==> config.mk <==
export PLATFORM = sky130hd
export DESIGN_NAME = insertion_sorter_flat
export DESIGN_NICKNAME = d
export VERILOG_FILES = /design/src/design/isort_pkg.sv /design/src/design/isort_if.sv /design/src/design/isort_ram.sv /design/src/design/isort_ctrl.sv /design/src/design/insertion_sorter.sv /design/src/flat_wrapper.sv
export SDC_FILE = /design/constraint.sdc
export NUM_CORES = 1
export LEC_CHECK = 0
export CAP_MARGIN = 20
export CORE_MARGIN = 2
export CORE_UTILIZATION = 40
export DETAILED_ROUTE_END_ITERATION = 10
export DONT_BUFFER_PORTS = 1
export GPL_TIMING_DRIVEN = 1
export SETUP_SLACK_MARGIN = 0.4
export SYNTH_ARGS = -nofsm -noshare
export SYNTH_HDL_FRONTEND = slang
export SYNTH_SLANG_ARGS = --single-unit
==> constraint.sdc <==
create_clock -name clk -period 4.8 [get_ports clk]
set_input_delay 0.96 -clock clk [delete_from_list [all_inputs] [get_ports clk]]
set_output_delay 0.96 -clock clk [all_outputs]
set_load 0.02 [all_outputs]
==> src/design/isort_pkg.sv <==
// isort_pkg: shared constants, types and the store access request for the insertion sorter
// no dependencies; compiled first
package isort_pkg;

  // store capacity and derived widths
  localparam int DEPTH  = 32;
  localparam int DATA_W = 32;
  localparam int ADDR_W = (DEPTH > 1) ? $clog2(DEPTH) : 1;
  localparam int CNT_W  = $clog2(DEPTH + 1);

  typedef logic signed [DATA_W-1:0] data_t;
  typedef logic [ADDR_W-1:0]        addr_t;
  typedef logic [CNT_W-1:0]         cnt_t;

  // one cycle of store traffic: one write port, one read port
  typedef struct packed {
    logic  we;
    addr_t waddr;
    data_t wdata;
    logic  re;
    addr_t raddr;
  } mem_req_t;

endpackage

==> src/design/isort_if.sv <==
// isort_in_if / isort_out_if: valid/ready channels for input values and sorted results
// depends on isort_pkg
interface isort_in_if;
  import isort_pkg::*;

  logic  valid;
  logic  ready;
  data_t value;
  logic  last;

  modport source (output valid, output value, output last, input ready);
  modport sink   (input valid, input value, input last, output ready);
endinterface

interface isort_out_if;
  import isort_pkg::*;

  logic  valid;
  logic  ready;
  data_t sorted_value;
  logic  last_out;
  logic  overflowed;

  modport source (output valid, output sorted_value, output last_out, output overflowed,
                  input ready);
  modport sink   (input valid, input sorted_value, input last_out, input overflowed,
                  output ready);
endinterface

==> src/design/isort_ram.sv <==
// isort_ram: simple dual-port synchronous ram, one write and one registered read per cycle
// generic; no package dependency
module isort_ram #(
  parameter int DATA_W = 32,
  parameter int ADDR_W = 5
) (
  input  logic              clk,
  input  logic              we,
  input  logic [ADDR_W-1:0] waddr,
  input  logic [DATA_W-1:0] wdata,
  input  logic              re,
  input  logic [ADDR_W-1:0] raddr,
  output logic [DATA_W-1:0] rdata
);

  logic [DATA_W-1:0] mem [2**ADDR_W];

  // write port
  always_ff @(posedge clk) begin
    if (we) begin
      mem[waddr] <= wdata;
    end
  end

  // registered read port
  always_ff @(posedge clk) begin
    if (re) begin
      rdata <= mem[raddr];
    end
  end

endmodule

==> src/design/isort_ctrl.sv <==
// isort_ctrl: sequencer for insertion (read, compare, shift up) and for draining the store
// depends on isort_pkg and the channel interfaces in isort_if.sv
module isort_ctrl (
  input  logic                clk,
  input  logic                rst,
  isort_in_if.sink            items,
  isort_out_if.source         results,
  output isort_pkg::mem_req_t req,
  input  isort_pkg::data_t    rd_data
);
  import isort_pkg::*;

  typedef enum logic [2:0] {
    S_IDLE,
    S_CMP,
    S_PLACE,
    S_EMIT,
    S_LOAD,
    S_WAIT
  } state_t;

  state_t state, state_next;
  addr_t  pos, pos_next;
  addr_t  k, k_next;
  cnt_t   fill_count, fill_count_next;
  logic   drop_flag, drop_flag_next;
  data_t  val, val_next;
  logic   last_hold, last_hold_next;
  logic   out_valid, out_valid_next;
  data_t  out_value, out_value_next;
  logic   out_last, out_last_next;
  logic   out_ovf, out_ovf_next;

  // port drive
  assign items.ready          = (state == S_IDLE);
  assign results.valid        = out_valid;
  assign results.sorted_value = out_value;
  assign results.last_out     = out_last;
  assign results.overflowed   = out_ovf;

  // next state and store traffic
  always_comb begin
    state_next      = state;
    pos_next        = pos;
    k_next          = k;
    fill_count_next = fill_count;
    drop_flag_next  = drop_flag;
    val_next        = val;
    last_hold_next  = last_hold;
    out_valid_next  = out_valid;
    out_value_next  = out_value;
    out_last_next   = out_last;
    out_ovf_next    = out_ovf;
    req             = '0;

    unique case (state)
      S_IDLE: begin
        if (items.valid) begin
          val_next       = items.value;
          last_hold_next = items.last;
          k_next         = '0;
          if (fill_count == CNT_W'(DEPTH)) begin
            // store full: drop the value
            drop_flag_next = 1'b1;
            state_next     = items.last ? S_EMIT : S_IDLE;
          end else if (fill_count == '0) begin
            req.we          = 1'b1;
            req.waddr       = '0;
            req.wdata       = items.value;
            fill_count_next = fill_count + CNT_W'(1);
            state_next      = items.last ? S_EMIT : S_IDLE;
          end else begin
            // start the walk down from the top entry
            pos_next   = fill_count[ADDR_W-1:0];
            req.re     = 1'b1;
            req.raddr  = ADDR_W'(fill_count - CNT_W'(1));
            state_next = S_CMP;
          end
        end
      end

      S_CMP: begin
        if ($signed(rd_data) > $signed(val)) begin
          // move the larger entry up one place
          req.we    = 1'b1;
          req.waddr = pos;
          req.wdata = rd_data;
          pos_next  = pos - ADDR_W'(1);
          if (pos == ADDR_W'(1)) begin
            state_next = S_PLACE;
          end else begin
            req.re    = 1'b1;
            req.raddr = pos - ADDR_W'(2);
          end
        end else begin
          req.we          = 1'b1;
          req.waddr       = pos;
          req.wdata       = val;
          fill_count_next = fill_count + CNT_W'(1);
          state_next      = last_hold ? S_EMIT : S_IDLE;
        end
      end

      S_PLACE: begin
        req.we          = 1'b1;
        req.waddr       = '0;
        req.wdata       = val;
        fill_count_next = fill_count + CNT_W'(1);
        state_next      = last_hold ? S_EMIT : S_IDLE;
      end

      S_EMIT: begin
        req.re     = 1'b1;
        req.raddr  = k;
        state_next = S_LOAD;
      end

      S_LOAD: begin
        out_valid_next = 1'b1;
        out_value_next = rd_data;
        out_last_next  = ((CNT_W'(k) + CNT_W'(1)) == fill_count);
        out_ovf_next   = drop_flag;
        state_next     = S_WAIT;
      end

      S_WAIT: begin
        if (results.ready) begin
          out_valid_next = 1'b0;
          if (out_last) begin
            // set done, the store empties
            fill_count_next = '0;
            drop_flag_next  = 1'b0;
            state_next      = S_IDLE;
          end else begin
            k_next     = k + ADDR_W'(1);
            req.re     = 1'b1;
            req.raddr  = k + ADDR_W'(1);
            state_next = S_LOAD;
          end
        end
      end

      default: begin
        state_next = S_IDLE;
      end
    endcase
  end

  // state and registered outputs
  always_ff @(posedge clk) begin
    if (rst) begin
      state      <= S_IDLE;
      fill_count <= '0;
      drop_flag  <= 1'b0;
      out_valid  <= 1'b0;
    end else begin
      state      <= state_next;
      fill_count <= fill_count_next;
      drop_flag  <= drop_flag_next;
      out_valid  <= out_valid_next;
    end
    pos       <= pos_next;
    k         <= k_next;
    val       <= val_next;
    last_hold <= last_hold_next;
    out_value <= out_value_next;
    out_last  <= out_last_next;
    out_ovf   <= out_ovf_next;
  end

  // no input beat while a result is pending
  a_no_overlap: assert property (@(posedge clk) disable iff (rst)
    items.ready |-> !out_valid)
    else $error("input taken while a result is pending");

  // fill count never passes capacity
  a_fill_bound: assert property (@(posedge clk) disable iff (rst)
    fill_count <= CNT_W'(DEPTH))
    else $error("fill count beyond capacity");

  // the walk never compares below the bottom entry
  a_pos_nonzero: assert property (@(posedge clk) disable iff (rst)
    (state == S_CMP) |-> (pos != '0))
    else $error("compare at position zero");

  // final beat of a set empties the store
  a_set_clears: assert property (@(posedge clk) disable iff (rst)
    (out_valid && results.ready && out_last) |=> (fill_count == '0 && !drop_flag))
    else $error("store not emptied after final beat");

endmodule

==> src/design/insertion_sorter.sv <==
// insertion_sorter: insertion sort of signed 32-bit values into a ram-held sorted store
// insertion: the walk starts at the top entry and moves each larger entry up a place in S_CMP;
//   the value is written in S_CMP or S_PLACE, straight into an empty store, or dropped when full
// throughput: one item per insertion walk, set by the single read/write port pair of the store
// output: result beats come registered from the store read port; no item is taken while draining
// reset: sync, active high; clears control, fill count and drop flag; store is not cleared
module insertion_sorter (
  input  logic        clk,
  input  logic        rst,
  isort_in_if.sink    items,
  isort_out_if.source results
);
  import isort_pkg::*;

  mem_req_t req;
  data_t    rd_data;

  // insertion and drain sequencer
  isort_ctrl u_ctrl (
    .clk     (clk),
    .rst     (rst),
    .items   (items),
    .results (results),
    .req     (req),
    .rd_data (rd_data)
  );

  // sorted store
  isort_ram #(
    .DATA_W (DATA_W),
    .ADDR_W (ADDR_W)
  ) u_store (
    .clk   (clk),
    .we    (req.we),
    .waddr (req.waddr),
    .wdata (req.wdata),
    .re    (req.re),
    .raddr (req.raddr),
    .rdata (rd_data)
  );

endmodule
==> src/flat_wrapper.sv <==
// flat-port wrapper written by rule: the top's interface ports become plain ports
module insertion_sorter_flat import isort_pkg::*;
  (clk, rst, items_valid, items_value, items_last, items_ready, results_valid, results_sorted_value, results_last_out, results_overflowed, results_ready);
  isort_in_if items_i ();
  isort_out_if results_i ();
  input  logic clk;
  input  logic rst;
  input wire logic [$bits(items_i.valid)-1:0] items_valid;
  input wire logic [$bits(items_i.value)-1:0] items_value;
  input wire logic [$bits(items_i.last)-1:0] items_last;
  output wire logic [$bits(items_i.ready)-1:0] items_ready;
  output wire logic [$bits(results_i.valid)-1:0] results_valid;
  output wire logic [$bits(results_i.sorted_value)-1:0] results_sorted_value;
  output wire logic [$bits(results_i.last_out)-1:0] results_last_out;
  output wire logic [$bits(results_i.overflowed)-1:0] results_overflowed;
  input wire logic [$bits(results_i.ready)-1:0] results_ready;
  assign items_i.valid = items_valid;
  assign items_i.value = items_value;
  assign items_i.last = items_last;
  assign items_ready = items_i.ready;
  assign results_valid = results_i.valid;
  assign results_sorted_value = results_i.sorted_value;
  assign results_last_out = results_i.last_out;
  assign results_overflowed = results_i.overflowed;
  assign results_i.ready = results_ready;
  insertion_sorter u_core (.clk(clk), .rst(rst), .items(items_i), .results(results_i));
endmodule
Word level (Yosys, flattened, before mapping)
Memories as Yosys holds them, arrays and structs flattened. A register that Yosys moved wholly into a read port is not among the register bits.
Index checks and enable logic that the tools add are counted.
{"block": "classes", "addsub": 6, "n_lt_le_gt_ge": 1, "eq_ne": 19, "muxes": 46, "n_reduce_logical": 13}
{"operator": "case mux 38 bit (3 select lines)", "count": 1}
{"operator": "two-way mux 44 bit", "count": 2}
{"operator": "two-way mux 6 bit", "count": 11}
{"operator": "case mux 6 bit (4 select lines)", "count": 2}
{"operator": "two-way mux 38 bit", "count": 1}
{"operator": "two-way mux 5 bit", "count": 7}
{"operator": "greater-than comparator 32 bit", "count": 1}
{"operator": "two-way mux 32 bit", "count": 1}
{"operator": "case mux 5 bit (2 select lines)", "count": 2}
{"operator": "case mux 3 bit (6 select lines)", "count": 1}
{"operator": "inequality test 2 bit (second input constant)", "count": 8}
{"operator": "two-way mux 3 bit", "count": 5}
{"operator": "AND reduction 5 bit", "count": 2}
{"operator": "subtractor 5 x 1 -> 5 bit (second input constant)", "count": 2}
{"operator": "two-way mux 2 bit", "count": 4}
{"operator": "two-way mux 1 bit", "count": 7}
{"operator": "AND reduction 7 bit", "count": 1}
{"operator": "adder 5 x 1 -> 6 bit (second input constant)", "count": 1}
{"operator": "adder 6 x 1 -> 6 bit (second input constant)", "count": 1}
{"operator": "equality test 3 x 2 -> 1 bit (second input constant)", "count": 2}
{"operator": "equality test 3 bit (second input constant)", "count": 2}
{"operator": "equality test 6 bit", "count": 1}
{"operator": "equality test 6 bit (second input constant)", "count": 1}
{"operator": "logical NOT 6 bit", "count": 1}
{"operator": "other kinds (13)", "count": 18}
{"block": "word_totals", "regBits": 88, "ram_bits": 1024, "in_bits": 37, "output_inout_bits": 36, "word_cells": 97, "mem_count": 1}
{"memory": "u_core.u_store.mem", "words": 32, "word_bits": 32, "rd": 1, "rd_ports_with_merged_regs": 1, "write_ports": 1, "line_no": "isort_ram.sv:16", "text": "logic [DATA_W-1:0] mem [2**ADDR_W];"}

Depth between registers and ports, before layout
{"block": "depth", "depth_word": 7, "mapped_depth": 19, "mapped_depth_nobuf": 13}

Cells and area by module
Synthesis repeated with hierarchy kept, for this count alone.
{"block": "hier_totals", "cells_unflattened": 2728, "hier_area_um2": 45894.0}
{"module": "isort_ram", "n_inst": 1, "cells_per_inst": 2260, "area_per_inst_um2": 40812.9, "seq_area_each_um2": 31710.4}
{"module": "isort_ctrl", "n_inst": 1, "cells_per_inst": 468, "area_per_inst_um2": 5081.1, "seq_area_each_um2": 2532.4}

Worst setup path after synthesis
OpenSTA, ideal clock, no wires.
{"block": "synth_timing", "path_kind": "flip-flop to flip-flop", "startpoint": "reg u_core.u_ctrl.state[0]", "endpoint": "mem u_core.u_store.mem[0][0], enable pin", "setup_time_ns": 0.421, "arrival_time_ns": 4.018, "path_slack_ns": 0.361, "path_stages_with_launch": 9, "n_path_buf": 1, "synth_period_minus_slack_ns": 4.439, "cell_sequence": "dfxtp_1 > buf_2 > nor3_2 > and2_1 > nor3b_1 > nor2_1 > o22ai_1 > nand2b_1 > nor2_1"}
{"block": "synth_via", "elab_chain_len": 4}
{"element": "start, declared", "line_no": "isort_ctrl.sv:22", "text": "state_t state, state_next;"}
{"element": "start signal, assigned", "line_no": "isort_ctrl.sv:157", "text": "state <= state_next;"}
{"element": "logical NOT 3 bit (*)"}
{"element": "net items_ready", "line_no": "flat_wrapper.sv:11", "text": "output wire logic [$bits(items_i.ready)-1:0] items_ready;"}
{"element": "case mux 38 bit (3 select lines) (*)", "line_no": "isort_ctrl.sv:56", "text": "unique case (state)"}
{"element": "two-way mux 1 bit", "line_no": "isort_ram.sv:20", "text": "if (we) begin"}
{"element": "two-way mux 1 bit (implied by the code)", "line_no": "isort_ram.sv:21", "text": "mem[waddr] <= wdata;"}
{"element": "end, declared", "line_no": "isort_ram.sv:16"}
The timed path passes the listed nets; every way through them passes the cells marked *.

Worst setup path after layout
{"block": "layout_timing", "startpoint": "reg u_core.u_store.rdata[7] (read register of u_core.u_store.mem)", "endpoint": "reg u_core.u_store.rdata[14] (read register of u_core.u_store.mem), data pin"}
{"block": "layout_via", "elab_chain_len": 3}
{"element": "start, declared", "line_no": "isort_ram.sv:13", "text": "output logic [DATA_W-1:0] rdata"}
{"element": "greater-than comparator 32 bit", "line_no": "isort_ctrl.sv:83", "text": "if ($signed(rd_data) > $signed(val)) begin"}
{"element": "two-way mux 6 bit", "line_no": "isort_ctrl.sv:83"}
{"element": "case mux 6 bit (4 select lines)", "line_no": "isort_ctrl.sv:56"}
No other way between the ends.
A chain may end at the register's enable or synchronous reset.

==> results.toml <==
[timing]
worst_slew_pin_slew_ns = 1.09
post-route-period-util_pct = 89.9
clock.fmax_ghz = 0.232
slew_headroom_pct = 27.1
worst_clock_skew_ns = 0.0429
tns_ns = 0
setup_violations = 0
hold_viol = 0
min_period_ns = 4.32
slew_violations = 0
whs_ns = 0.328
setup_ws_ns = 0.483
grt_setup_unrepaired = "false"

[route]
drt_iter0_drc = 3718
vias_per_cell = 5.87
via_count = 29000
drc = 0
wl_per_cell_um = 27.4
wl_um = 135000
drtPass1Iterations = 6
ant_nets = 0

[grt]
gr-usage-met2_pct = 34.6
grt_antenna_before_repair = 0
overflow = 0
grt_max_degree = 51
grt_pass1_vias = 27300
gr-max-usage-layer = "met2"
grt_util_all_layers_pct = 22.5
gr-usage-met1_pct = 33.3
grt_pass1_wl_um = 193000
met3_usage_pct = 4.00

[clocking]
cts_root_buf = "clkbuf_16"
cts.hold.buffers_added = 0
clock_sinks = 1144
numCtsBuffers = 114
ctsLongestPathBuffers = 3
path_clk_slew_ns = 0.06
cts_tree = "built"
htreeDepth = 3
clk_latency_ns = 0.72

[yosys]
synthArstFlopShare_pct = 0
ys_ff_latch = 1144
syn_avg_cell_area_um2 = 14.7
synth_fp_nets = 3228
syn_inst = 3152
synth_flop_cell = "edfxtp_1"
ys_seq_area_share_pct = 74.0
yosys_warnings = 0
syn_area_mm2 = 0.0463
synth_cell_types = 67
synth-edff-count = 1133

[pwr]
power.density_mw_per_mm2 = 740
p_leak_nw = 19.8
irDropWorstVdd_uv = 561

[floorplanning]
start_util_pct = 40.4
die-height_um = 344
coreArea_mm2 = 0.115
dieArea_mm2 = 0.118
ios = 73
fp.dieW_um = 344
num_rows = 124

[cells_and_area]
fillers = 9762
antennaDiodeCount = 0
syn_to_final_growth_pct = 17.3
layout-drive-gt1-share_pct = 14.6
post-route-util_pct = 47.4
finalInstanceArea_mm2 = 0.0543
nNetsFinal = 3411

[critical_path]
end_kind = "flop"
worst_ep_required_time_ns = 5.24
cp_max_fo = 8
crit_arrival_ns = 4.76
critical_path_class = "flop to flop"
critPathLaunchType = "flop"

[placement]
pre_cts_slack_ns = 0.182
globalplace.congestion = 0.833
port_buffers = 0
placedInstanceArea_mm2 = 0.0504
hpwl_um = 76800

[flow_run]
maxCapViolCount = 0

[hold_path]
hold_class = "input port to flop"

[run_status]
status = "completed"
==> kinds of logic (layout without fill, tap and decap cells) <==
family	after synthesis	in the layout	share of synthesized area, %
flops	1144	1144	74.0
simple gates	992	992	9.65
compound gates	495	495	8.07
buf+inv	274	553	2.79
mux	190	190	4.11
fa+ha+maj	39	39	1.05
xor+xnor	18	18	0.341
==> what timing repair did <==
| item | CTS | global route |
|---|---|---|
| gates cloned | 0 | 2 |
| buffers inserted | 2 | 9 |
| endpoints found under the setup margin | 482 | 251 |
| gates resized for setup | 2 | 15 |
| pin swaps | 2 | 7 |
==> metal layers <==
layer	vias up	share of wire, %	wire, µm
li1	12500	-	-
met1	14900	43	58700
met2	1378	45	61500
met3	199	9.2	12500
met4	0	2.0	2770
met5	-	0	0
==> sequential cells by signal (all words and copies together) (netlist names) <==
register and flops:
u_core.u_ctrl.pos 5, u_core.u_ctrl.results.sorted_value 32, u_core.u_store.mem 1024, u_core.u_ctrl.results.last_out 1
u_core.u_ctrl.last_hold 1, u_core.u_ctrl.results.valid 1, u_core.u_ctrl.val 32, u_core.u_ctrl.drop_flag 1
u_core.u_ctrl.fill_count 6, u_core.u_ctrl.results.overflowed 1, u_core.u_ctrl.state 3, u_core.u_store.rdata 32
u_core.u_ctrl.k 5
==> stage by stage <==
step	power, mW	instances
floorplan	23.9	3152
global placement	30.9	4718
detailed placement	31.1	4718
CTS	39.9	4932
global route	41.9	4943
finish	40.2	4943
==> worst max-delay path, stage by stage, from the launching register on <==
cell	delay, ns
edfxtp_1	0.49
ha_1	0.36
a21oi_1	0.14
o21ai_1	0.22
a221o_1	0.49
o21a_2	0.27
nor4_2	0.23
o21bai_4	0.19
a21oi_1	0.10
buf_4	0.18
nor3b_2	0.17
buf_12	0.16
buf_4	0.17
a32oi_2	0.19
o31ai_1	0.12
or4_4	0.54
==> worst paths after layout <==
check / endpoint / cells past startpoint / from / slack [ns]
worst max-delay path: u_core.u_store.rdata[14] / 15 / u_core.u_store.rdata[7] / 0.48
worst min-delay path: u_core.u_ctrl.fill_count[0] / 1 / rst / 0.33
worst max register to register: u_core.u_store.rdata[14] / 15 / u_core.u_store.rdata[7] / 0.48
worst min register to register: u_core.u_ctrl.results.sorted_value[15] / 0 / u_core.u_store.rdata[15] / 0.49
==> final cells by class <==
class                      count  area [µm²]  area share (%)
clock inverter                79         734            1.35
clock buffer                 133        2950            5.42
multi-input combinational   1734       11100            20.5
tap                         1512        1890            3.48
inverter                      73         274           0.505
timing repair buffer         268        3070            5.65
sequential                  1144       34200            63.1
==> synthesized netlist by cell type (4+ instances only) <==
master | instances | area share [%]
o21a_1 | 4 | 0.065
edfxtp_1 | 1133 | 73
nor3_1 | 6 | 0.065
a221o_1 | 123 | 2.7
buf_6 | 12 | 0.29
nand4_1 | 15 | 0.20
and3_1 | 127 | 1.7
a21oi_1 | 164 | 1.8
ha_1 | 39 | 1.1
xnor2_1 | 6 | 0.11
and2_1 | 4 | 0.054
a311oi_1 | 31 | 0.59
inv_1 | 73 | 0.59
a31oi_1 | 35 | 0.47
nand2_1 | 613 | 5.0
or4_1 | 31 | 0.50
dfxtp_1 | 11 | 0.48
xor2_1 | 12 | 0.23
a22oi_1 | 5 | 0.081
nor3b_1 | 5 | 0.081
buf_1 | 7 | 0.057
nor4_1 | 4 | 0.054
nand3_1 | 88 | 0.95
or3_1 | 5 | 0.068
a222oi_1 | 32 | 0.69
nor2_1 | 74 | 0.60
o21ai_0 | 13 | 0.14
mux2i_1 | 189 | 4.1
clkbuf_1 | 97 | 0.79
buf_4 | 23 | 0.37
buf_2 | 61 | 0.66
a32oi_1 | 32 | 0.61
o31ai_1 | 32 | 0.52
==> power by group <==
group | internal, mW | leakage, nW | switching (mW) | total [mW]
Combinational | 6.20 | 7.49 | 10.3 | 16.5
Sequential | 14.3 | 10.5 | 0.579 | 14.9
Clock | 4.99 | 1.80 | 3.84 | 8.83
==> layout by cell type, fill, tap and decap left out, types with 24 or more instances in the layout <==
cell       count
edfxtp_1    1133
nand2_1      612
mux2i_1      189
buf_4        183
a21oi_1      162
and3_1       126
a221o_1      123
clkbuf_16    117
nand3_1       87
buf_12        79
inv_1         72
nor2_1        40
ha_1          39
nor2_4        35
a31oi_1       35
a222oi_1      32
o31ai_1       32
a311oi_1      31
clkinv_1      31
a32oi_1       30
or4_1         30
clkinv_2      24
Note: power is estimated with default switching activity, not from simulation.
